## src/hdl/assert_macros.svh

```systemverilog
// Assertion macros shared by the decoder RTL.
// No dependencies; the using module must provide clk and rst_n.
`ifndef ASSERT_MACROS_SVH
`define ASSERT_MACROS_SVH

// Implication checked on every clock edge outside reset.
`define E13D_ASSERT_IMP(lbl, ante, cons, msg) \
  lbl: assert property (@(posedge clk) disable iff (!rst_n) (ante) |-> (cons)) \
    else $error(msg);

// Implication whose consequent is checked in the next cycle.
`define E13D_ASSERT_NEXT(lbl, ante, cons, msg) \
  lbl: assert property (@(posedge clk) disable iff (!rst_n) (ante) |=> (cons)) \
    else $error(msg);

`endif

```

## src/hdl/e13d_pkg.sv

```systemverilog
// Shared types, code tables and constants for the EAN-13 symbol decoder.
// No dependencies.
package e13d_pkg;

  localparam int unsigned SYM_W    = 7;
  localparam int unsigned DIGIT_W  = 4;
  localparam int unsigned POS_W    = 4;
  localparam int unsigned HALF_LEN = 6;
  localparam int unsigned NUM_DIGITS = 10;

  localparam logic [POS_W-1:0] HALF_POS = POS_W'(HALF_LEN);
  localparam logic [POS_W-1:0] LAST_POS = POS_W'(11);
  localparam logic [POS_W-1:0] CODE_LEN = POS_W'(12);
  localparam logic [DIGIT_W-1:0] MAX_DIGIT = DIGIT_W'(9);

  typedef logic [SYM_W-1:0] sym_t;

  // L (odd parity), G (even parity) and R code sets, dark module = 1, first module MSB
  localparam sym_t SET_L [NUM_DIGITS] = '{
    7'h0D, 7'h19, 7'h13, 7'h3D, 7'h23, 7'h31, 7'h2F, 7'h3B, 7'h37, 7'h0B
  };
  localparam sym_t SET_G [NUM_DIGITS] = '{
    7'h27, 7'h33, 7'h1B, 7'h21, 7'h1D, 7'h39, 7'h05, 7'h11, 7'h09, 7'h17
  };
  localparam sym_t SET_R [NUM_DIGITS] = '{
    7'h72, 7'h66, 7'h6C, 7'h42, 7'h5C, 7'h4E, 7'h50, 7'h44, 7'h48, 7'h74
  };

  typedef struct packed {
    logic [POS_W-1:0] position;
    logic [HALF_LEN-1:0] parity;
    logic failed;
  } code_state_t;

  typedef struct packed {
    logic [DIGIT_W-1:0] digit;
    logic digit_ok;
    logic from_g_set;
    logic [POS_W-1:0] position;
    logic code_failed;
    logic [HALF_LEN-1:0] parity_pattern;
    logic last;
  } dec_result_t;

endpackage

```

## src/hdl/e13d_match.sv

```systemverilog
// Combinational symbol match and code-state update for one symbol.
// Depends on e13d_pkg.
module e13d_match
  import e13d_pkg::*;
(
  input  sym_t        symbol,
  input  logic        restart,
  input  code_state_t state_cur,
  output code_state_t state_nxt,
  output dec_result_t result
);

  logic [POS_W-1:0]    pos;
  logic [HALF_LEN-1:0] par_base;
  logic                fail_base;
  logic                wrap;
  logic                left_half;
  logic                l_hit, g_hit, r_hit;
  logic [DIGIT_W-1:0]  l_dig, g_dig, r_dig;
  logic                hit, use_g, fail_new, ok, is_last;
  logic [DIGIT_W-1:0]  dig;
  logic [HALF_LEN-1:0] par_new;

  // table compares are independent; descending loop keeps the lowest digit
  always_comb begin
    l_hit = 1'b0;
    g_hit = 1'b0;
    r_hit = 1'b0;
    l_dig = '0;
    g_dig = '0;
    r_dig = '0;
    for (int i = NUM_DIGITS - 1; i >= 0; i--) begin
      if (symbol == SET_L[i]) begin
        l_hit = 1'b1;
        l_dig = DIGIT_W'(i);
      end
      if (symbol == SET_G[i]) begin
        g_hit = 1'b1;
        g_dig = DIGIT_W'(i);
      end
      if (symbol == SET_R[i]) begin
        r_hit = 1'b1;
        r_dig = DIGIT_W'(i);
      end
    end
  end

  always_comb begin
    wrap      = restart || (state_cur.position >= CODE_LEN);
    pos       = wrap ? '0 : state_cur.position;
    par_base  = wrap ? '0 : state_cur.parity;
    fail_base = wrap ? 1'b0 : state_cur.failed;
    left_half = pos < HALF_POS;

    if (left_half) begin
      hit   = l_hit || g_hit;
      use_g = !l_hit && g_hit;
      dig   = l_hit ? l_dig : g_dig;
    end else begin
      hit   = r_hit;
      use_g = 1'b0;
      dig   = r_dig;
    end

    fail_new = fail_base || !hit;
    ok       = hit && !fail_new;
    is_last  = pos == LAST_POS;

    // symbol 0 lands in the MSB of the parity pattern
    par_new = par_base;
    if (ok && use_g) begin
      par_new = par_base | (HALF_LEN'(1 << (HALF_LEN - 1)) >> pos[2:0]);
    end

    result.digit          = ok ? dig : '0;
    result.digit_ok       = ok;
    result.from_g_set     = ok && use_g;
    result.position       = pos;
    result.code_failed    = fail_new;
    result.parity_pattern = par_new;
    result.last           = is_last;

    if (is_last) begin
      state_nxt = '0;
    end else begin
      state_nxt.position = pos + POS_W'(1);
      state_nxt.parity   = par_new;
      state_nxt.failed   = fail_new;
    end
  end

endmodule

```

## src/hdl/ean13_symbol_decoder.sv

```systemverilog
// Top level of the EAN-13 symbol decoder: code state, result register and skid entry.
// Depends on e13d_pkg, e13d_match and assert_macros.svh.
//
// Takes one 7-module symbol per transfer and returns one decoded result per
// symbol, in order. A new symbol can be taken every cycle while in_stall
// is low. The table match and state update sit between the input
// handshake and a result register; a one-entry skid behind that register
// lets one more symbol be taken while a result waits, so in_stall is a
// register output and rises only once two results are held. Position,
// parity pattern and the sticky failure flag advance on each input transfer;
// restart, or the end of a twelve-symbol code, begins a new code.
`include "assert_macros.svh"

module ean13_symbol_decoder
  import e13d_pkg::*;
(
  input  logic                clk,
  input  logic                rst_n,
  input  logic                in_valid,
  output logic                in_stall,
  input  logic [SYM_W-1:0]    in_symbol,
  input  logic                in_restart,
  output logic                out_valid,
  input  logic                out_stall,
  output logic [DIGIT_W-1:0]  out_digit,
  output logic                out_digit_ok,
  output logic                out_from_g_set,
  output logic [POS_W-1:0]    out_position,
  output logic                out_code_failed,
  output logic [HALF_LEN-1:0] out_parity_pattern,
  output logic                out_last
);

  code_state_t state_r, state_nxt;
  dec_result_t dec_res;
  dec_result_t out_res_r, skid_res_r;
  logic        out_valid_r, out_valid_nxt;
  logic        skid_valid_r, skid_valid_nxt;
  logic        in_xfer, out_xfer;
  logic        load_out, load_skid, move_skid;

  e13d_match u_match (
    .symbol    (in_symbol),
    .restart   (in_restart),
    .state_cur (state_r),
    .state_nxt (state_nxt),
    .result    (dec_res)
  );

  assign in_stall = skid_valid_r;
  assign in_xfer  = in_valid && !skid_valid_r;
  assign out_xfer = out_valid_r && !out_stall;

  always_comb begin
    out_valid_nxt  = out_valid_r;
    skid_valid_nxt = skid_valid_r;
    load_out       = 1'b0;
    load_skid      = 1'b0;
    move_skid      = 1'b0;
    if (out_xfer) begin
      out_valid_nxt = 1'b0;
      if (skid_valid_r) begin
        move_skid      = 1'b1;
        out_valid_nxt  = 1'b1;
        skid_valid_nxt = 1'b0;
      end
    end
    if (in_xfer) begin
      if (!out_valid_nxt) begin
        load_out      = 1'b1;
        out_valid_nxt = 1'b1;
      end else begin
        load_skid      = 1'b1;
        skid_valid_nxt = 1'b1;
      end
    end
  end

  always_ff @(posedge clk) begin
    if (!rst_n) begin
      state_r      <= '0;
      out_valid_r  <= 1'b0;
      skid_valid_r <= 1'b0;
    end else begin
      out_valid_r  <= out_valid_nxt;
      skid_valid_r <= skid_valid_nxt;
      if (in_xfer) begin
        state_r <= state_nxt;
      end
    end
  end

  always_ff @(posedge clk) begin
    if (move_skid) begin
      out_res_r <= skid_res_r;
    end else if (load_out) begin
      out_res_r <= dec_res;
    end
    if (load_skid) begin
      skid_res_r <= dec_res;
    end
  end

  assign out_valid          = out_valid_r;
  assign out_digit          = out_res_r.digit;
  assign out_digit_ok       = out_res_r.digit_ok;
  assign out_from_g_set     = out_res_r.from_g_set;
  assign out_position       = out_res_r.position;
  assign out_code_failed    = out_res_r.code_failed;
  assign out_parity_pattern = out_res_r.parity_pattern;
  assign out_last           = out_res_r.last;

  `E13D_ASSERT_IMP(a_skid_behind_out, skid_valid_r, out_valid_r, "skid full with empty result register")
  `E13D_ASSERT_IMP(a_bad_digit_zero, out_valid_r && !out_res_r.digit_ok, out_res_r.digit == '0 && !out_res_r.from_g_set, "invalid digit not cleared")
  `E13D_ASSERT_IMP(a_ok_not_failed, out_valid_r && out_res_r.digit_ok, !out_res_r.code_failed && out_res_r.digit <= MAX_DIGIT, "valid digit in failed code")
  `E13D_ASSERT_IMP(a_last_position, out_valid_r, out_res_r.last == (out_res_r.position == LAST_POS), "last flag off position eleven")

endmodule

```

## config.mk

```make
export PLATFORM = sky130hd
export DESIGN_NAME = ean13_symbol_decoder
export DESIGN_NICKNAME = d
export VERILOG_FILES = /design/src/hdl/e13d_pkg.sv /design/src/hdl/e13d_match.sv /design/src/hdl/ean13_symbol_decoder.sv
export VERILOG_INCLUDE_DIRS = /design/src /design/src/hdl
export SDC_FILE = /design/constraint.sdc
export NUM_CORES = 1
export LEC_CHECK = 0
export ABC_AREA = 1
export BUFFER_PORTS_ARGS = -buffer_cell sky130_fd_sc_hd__buf_2
export CORE_MARGIN = 2
export CORE_UTILIZATION = 43
export CTS_BUF_LIST = sky130_fd_sc_hd__clkbuf_8
export DETAILED_ROUTE_END_ITERATION = 10
export GPL_TIMING_DRIVEN = 0
export SETUP_SLACK_MARGIN = 0.1
export SLEW_MARGIN = 20
export SYNTH_ARGS = -nofsm -noshare
export SYNTH_HDL_FRONTEND = slang
export SYNTH_SLANG_ARGS = --single-unit
```

## constraint.sdc

```tcl
create_clock -name clk -period 2.3 [get_ports clk]
set_input_delay 0.46 -clock clk [delete_from_list [all_inputs] [get_ports clk]]
set_output_delay 0.46 -clock clk [all_outputs]
set_load 0.01 [all_outputs]
```

==> summary.txt, run 1 <==
Synth
  – Largest family of logic cells by synthesized area: simple AND/OR/NAND/NOR gates
  – Syn Inst Count: 322
  – Register area share after synthesis: 51.0%
  – Mux cell area share after synthesis: 0%
  – Post-synth cell types: 27
  – Top post-synthesis cells by area: edfxtp_1 (41%), nand2_1 (17%), dfxtp_1 (9.9%), nor2_1 (6.6%), inv_1 (4.6%)
  – Seq cells post-synth: 49
  – Adder-Cell Fraction of Synth Area: 2.38%
  – Post-synthesis average cell area: 8.17 um^2
  – Area of the mapped netlist: 2630 um^2
  – Compound-Gate Fraction of Synth Area: 10.1%
  – Synth Area in Simple Gates: 30.8%
  – Yosys top cell area share: 41.1%
  – Synth Area in XOR/XNOR: 0%
  – Yosys top cell by area: edfxtp_1
  – Syn_nets: 339
  – Yosys warning total: 0

Routing
  – ANT nets after route: 0
  – Post-Route WL: 5390 um
  – Initial drt markers: 118
  – Vias: 2,104
  – Via density per instance: 4.81
  – Drt wl/cell: 12.3 um
  – DRT Pass-1 Iters: 4
  – DRC viols: 0

Critical path
  – Crit path capture type: register
  – CP arrival: 2.04 ns
  – Crit Path Category: register to register
  – WP data required: 2.36 ns
  – Startpoint class of the critical path: register
  – Maximum net fanout on the critical path: 9

GRT
  – Grt met3 use: 3.37%
  – Met2 GRT Util: 26.1%
  – GRT Residual Overflow: 0
  – GR peak layer: met2
  – GRT Total Usage: 16.9%
  – Largest net degree at the start of global routing: 19
  – GR Util met1: 24.2%
  – First-pass GRT wire length: 8720 um
  – Vias in the first global route: 1,834
  – Initial antenna violation count: 0

Timing
  – Slew margin rel.: 62.5%
  – Final Hold Vio Count: 0
  – Post-route clock period utilization: 86.3%
  – RSZ-0062 raised after global routing: no
  – Final setup violation count: 0
  – Slew Limit Fails: 0
  – Layout Skew: 0.00497 ns
  – Hold slack: 0.425 ns
  – Final Critical Period: 1.99 ns
  – F_max: 504 MHz
  – Actual slew at the worst max-slew pin: 0.562 ns
  – Fin worst setup slack: 0.315 ns

Clocking
  – Reg clk slew, reported paths: 0.09 ns
  – Clock Latency Late Sink: 0.30 ns
  – Longest Clk Path Bufs: 2
  – Clock sinks: 49
  – CTS root buf: clkbuf_8
  – Setup repair bufs after CTS: 0
  – CTS tree: built
  – CTS Hold Bufs: 0
  – Total clock buffers created by CTS: 5
  – CTS H-tree lvls: 2

Layout
  – Layout area overhead: 15.7%
  – Most frequent cells in the layout: nand2_1 (117), nor2_1 (44), edfxtp_1 (36), inv_1 (32), buf_2 (31)
  – Sequential Area: 1340 um^2
  – Multi-input combinational cell area: 1150 um^2
  – ANT cells: 0
  – Filler Cells Inserted: 585
  – Commonest non-fill, non-tap cell in the layout: nand2_1
  – Fin nets: 378
  – Share of cells above drive strength 1: 16.9%
  – Layout Cells excl Fill: 437

Place
  – DP Cell Count: 429
  – GPL Wtd Cong: 0.846
  – Port buffer count: 31
  – Post-DP HPWL: 4140 um
  – Pre-CTS WS: -0.0549 ns

Die
  – Die extent in x: 82.2 um
  – Initial core utilization: 44.4%
  – Cell row count: 28
  – Core footprint: 5920 um^2
  – I/O pin count: 32
  – Die area: 6760 um^2
  – Die H: 82.2 um

Outcome
  – Status: finished, final reports clean

Job
  – Maxcap violations: 0

Power
  – Pwr per Cell Area: 628 nW/um^2
  – Leakage power: 0.00138 uW
  – Peak supply drop: 0.000306 V

Hold path
  – HP Class: primary input to register
## cells in the mapped netlist
library cell  instances
a21oi_1              12
a21oi_2               1
a31o_2                1
a31oi_1               1
clkbuf_1              5
dfxtp_1              13
edfxtp_1             36
ha_1                  5
inv_1                32
inv_2                 3
nand2_1             118
nand2_2               1
nand3_1              15
nand3_2               1
nand3_4               1
nand3b_1              1
nand4_1               3
nor2_1               46
nor2_2                2
nor2_4                1
nor3_1                4
nor3_4                1
o21a_1                1
o21ai_0              10
o21ai_1               1
o21bai_4              6
o31ai_1               1
## worst max-delay path, stage by stage (launching register included)
cell,delay [ns]
dfxtp_1,0.36
a21oi_4,0.23
nand2_1,0.17
nand2_1,0.15
inv_2,0.11
nor2_1,0.16
nand3_1,0.08
nand2_1,0.07
inv_2,0.04
nand2_2,0.13
inv_1,0.09
nand3_1,0.08
nand2_1,0.07
## final cells by class
class / count / share of cell area, %
inverter: 35 / 4.32
clock buffer: 5 / 2.26
buffer: 5 / 0.617
sequential: 49 / 44.1
multi-input combinational: 233 / 37.9
clock inverter: 3 / 2.26
tap: 75 / 3.08
timing repair buffer: 32 / 5.47
## cell families after synthesis
logic type | Yosys count
and+or+nand+nor | 194
DFF | 49
AOI/OAI and AO/OA | 34
buffers and inverters | 40
adders and majority gates | 5
## routing by layer
| metal | part of all wire [%] | routed length (um) |
|---|---|---|
| met5 | 0 | 0 |
| met4 | 1.0 | 54 |
| met3 | 4.0 | 216 |
| met2 | 44 | 2380 |
| met1 | 51 | 2750 |
## registers in the layout, indices dropped and copies added, names as in the netlist
signal / count
out_from_g_set: 1
state_r: 11
out_digit_ok: 1
out_parity_pattern: 6
skid_res_r: 18
in_stall: 1
out_position: 4
out_digit: 4
out_last: 1
out_valid: 1
out_code_failed: 1
## stage by stage
step	setup TNS (ns)	utilization (%)	power [uW]	instance area (um^2)
2_1_floorplan	0	-	1130	2630
3_3_place_gp	-1.04	48.6	1190	2880
3_5_place_dp	-0.979	48.9	1200	2890
4_1_cts	0	51.2	1930	3030
5_1_grt	0	51.4	1990	3040
6_report	0	51.4	1910	3040
## repair_timing
| item | CTS | global route |
|---|---|---|
| hold endpoints to repair | 0 | 0 |
| resized for setup | 0 | 3 |
| endpoints found under the setup margin | 0 | 37 |
## path summary, 6_finish.rpt
| kind | startpoint | to | slack (ns) | cells after the start |
|---|---|---|---|---|
| min reg2reg | state_r[4] | state_r[4] | 0.47 | 2 |
| min | rst_n | out_valid | 0.43 | 3 |
| max reg2reg | state_r[10] | out_digit[2] | 0.31 | 12 |
| max | state_r[10] | out_digit[2] | 0.31 | 12 |
## power by group
group | switching (uW) | internal, uW | total, uW | leakage (uW)
registers | 9.79 | 981 | 991 | 0.000465
logic | 130 | 56.3 | 186 | 0.000845
clock network | 296 | 438 | 734 | 0.0000687
total | 436 | 1480 | 1910 | 0.00138
Note: power is estimated with default switching activity, not from simulation.
==> inputs of run 2 (changes only) <==
CTS_CLUSTER_SIZE = 25   (was not set)
MAX_ROUTING_LAYER = met4   (was not set)
==> summary.txt, run 2 (synthesized netlist as in run 1, its figures left out) <==
Critical path
  – Cell breakdown of the critical path: a21oi_4, nand2_1, nand2_1, inv_2, nor2_1, nand3_1, nand2_1, inv_2, nand2_2, inv_1, nand3_1, nand2_1
  – Maximum net fanout on the critical path: 9
  – Crit Path Category: register to register
  – Max stage delay cell, worst path: dfxtp_1
  – Worst r2r src: state_r[10]
  – Crit-path max cell delay: 0.36 ns
  – CP Depth: 12
  – Top Family by Delay on Critical Path: simple AND/OR/NAND/NOR gates
  – Setup crit end: out_digit[2]
  – Reg2reg path depth: 12
  – CP bufs+invs: 3
  – WP data required: 2.36 ns
  – Most used cell along the critical path: nand2_1
  – CP arrival: 2.03 ns
  – CP Launch Point: state_r[10]
  – Reg2Reg Capture Point: out_digit[2]
  – Crit path capture type: register
  – R2r setup slk: 0.33 ns
  – Startpoint class of the critical path: register

GRT
  – Largest net degree at the start of global routing: 19
  – Initial antenna violation count: 0
  – GRT Total Usage: 17.5%
  – Vias in the first global route: 1,907
  – GRT Residual Overflow: 0
  – First-pass GRT wire length: 8870 um

Clocking
  – CTS resizes: 0
  – Setup repair bufs after CTS: 0
  – Clock sinks: 49
  – CTS H-tree lvls: 2
  – Longest Clk Path Bufs: 2
  – Clock Latency Late Sink: 0.30 ns
  – Total clock buffers created by CTS: 5
  – CTS tree: built
  – CTS root buf: clkbuf_8
  – CTS Hold Bufs: 0
  – Reg clk slew, reported paths: 0.09 ns

Power
  – Total Power: 1910 uW
  – Peak supply drop: 0.000295 V
  – Pwr per Cell Area: 626 nW/um^2
  – Leakage power: 0.00138 uW

Layout
  – Commonest non-fill, non-tap cell in the layout: nand2_1
  – Most frequent cells in the layout: nand2_1 (117), nor2_1 (44), edfxtp_1 (36), inv_1 (32), buf_2 (31)
  – Most flop-heavy register: skid_res_r
  – Sequential Area: 1340 um^2
  – Max FFs per register: 18
  – Layout Cells excl Fill: 437
  – Layout area overhead: 15.8%
  – Fin nets: 378
  – ANT cells: 0
  – Multi-input combinational cell area: 1150 um^2
  – Share of cells above drive strength 1: 16.9%
  – Filler Cells Inserted: 584

Routing
  – Post-Route WL: 5230 um
  – Initial drt markers: 58
  – DRC viols: 0
  – Drt wl/cell: 12.0 um
  – ANT nets after route: 0
  – Via density per instance: 4.78
  – Vias: 2,091
  – DRT Pass-1 Iters: 4

Place
  – Port buffer count: 31
  – DP Cell Count: 429
  – Post-DP HPWL: 4080 um
  – GPL Wtd Cong: 0.872

Die
  – Die extent in x: 82.2 um
  – Cell row count: 28
  – Initial core utilization: 44.4%
  – I/O pin count: 32
  – Core footprint: 5920 um^2
  – Die area: 6760 um^2
  – Die H: 82.2 um

Timing
  – Final Hold Vio Count: 0
  – Layout Skew: 0.00719 ns
  – Post-route clock period utilization: 85.5%
  – Actual slew at the worst max-slew pin: 0.502 ns
  – F_max: 508 MHz
  – Final setup violation count: 0
  – Slew margin rel.: 66.5%
  – Slew Limit Fails: 0
  – Final Critical Period: 1.97 ns
  – RSZ-0062 raised after global routing: no

Hold path
  – Hold path depth: 3
  – HP Class: primary input to register

Job
  – Maxcap violations: 0

Outcome
  – Status: finished, final reports clean
run 2: cell counts in the layout (fill, tap and decap cells not counted):
No cell type changed its count.
run 2: per-stage QoR:
stage,setup TNS [ns],setup WS (ns),utilization (%),hold slack (ns),cell area (um^2)
after floorplan,0,0.442,-,0.445,2630
after global placement,-0.866,-0.0485,48.6,0.453,2880
after detailed placement,-1.03,-0.0574,48.9,0.456,2900
after CTS,0,0.166,51.3,0.418,3040
after global routing,0,0.133,51.5,0.448,3050
final,0,0.333,51.5,0.443,3050
run 2: worst min-delay path by stage:
stage / startpoint / endpoint
finish: rst_n / state_r[8]
global placement: state_r[0] / state_r[0]
floorplan: state_r[1] / state_r[1]
detailed placement: state_r[3] / state_r[3]
CTS: rst_n / state_r[8]
global route: rst_n / out_valid
run 2: metal layers:
| metal | vias up | GRT usage [%] | wire length [um] |
|---|---|---|---|
| li1 | 1118 | - | - |
| met1 | 930 | 23.8 | 2660 |
| met2 | 41 | 27.1 | 2340 |
| met3 | 2 | 3.04 | 200 |
| met4 | 0 | 4.50 | 33 |
| met5 | - | - | 0 |
run 2: cell type report:
type                            instances  area share, %
Sequential cell                        49           44.0
Buffer                                  5          0.616
Clock inverter                          3           2.26
Tap cell                               75           3.08
Clock buffer                            5           2.26
Timing Repair Buffer                   32           5.58
Multi-Input combinational cell        233           37.9
Inverter                               35           4.31
run 2: power by group:
group	internal, uW	total, uW	leakage (uW)	switching, uW
clock	438	733	0.0000687	295
sequential	981	991	0.000465	9.37
combinational	56.8	186	0.000846	129
run 2: worst register-to-register path, cell delays in order (launching register included):
cell and delay, ns:
dfxtp_1 0.36, a21oi_4 0.23, nand2_1 0.17, nand2_1 0.14
inv_2 0.10, nor2_1 0.17, nand3_1 0.09, nand2_1 0.08
inv_2 0.04, nand2_2 0.13, inv_1 0.09, nand3_1 0.07
nand2_1 0.06
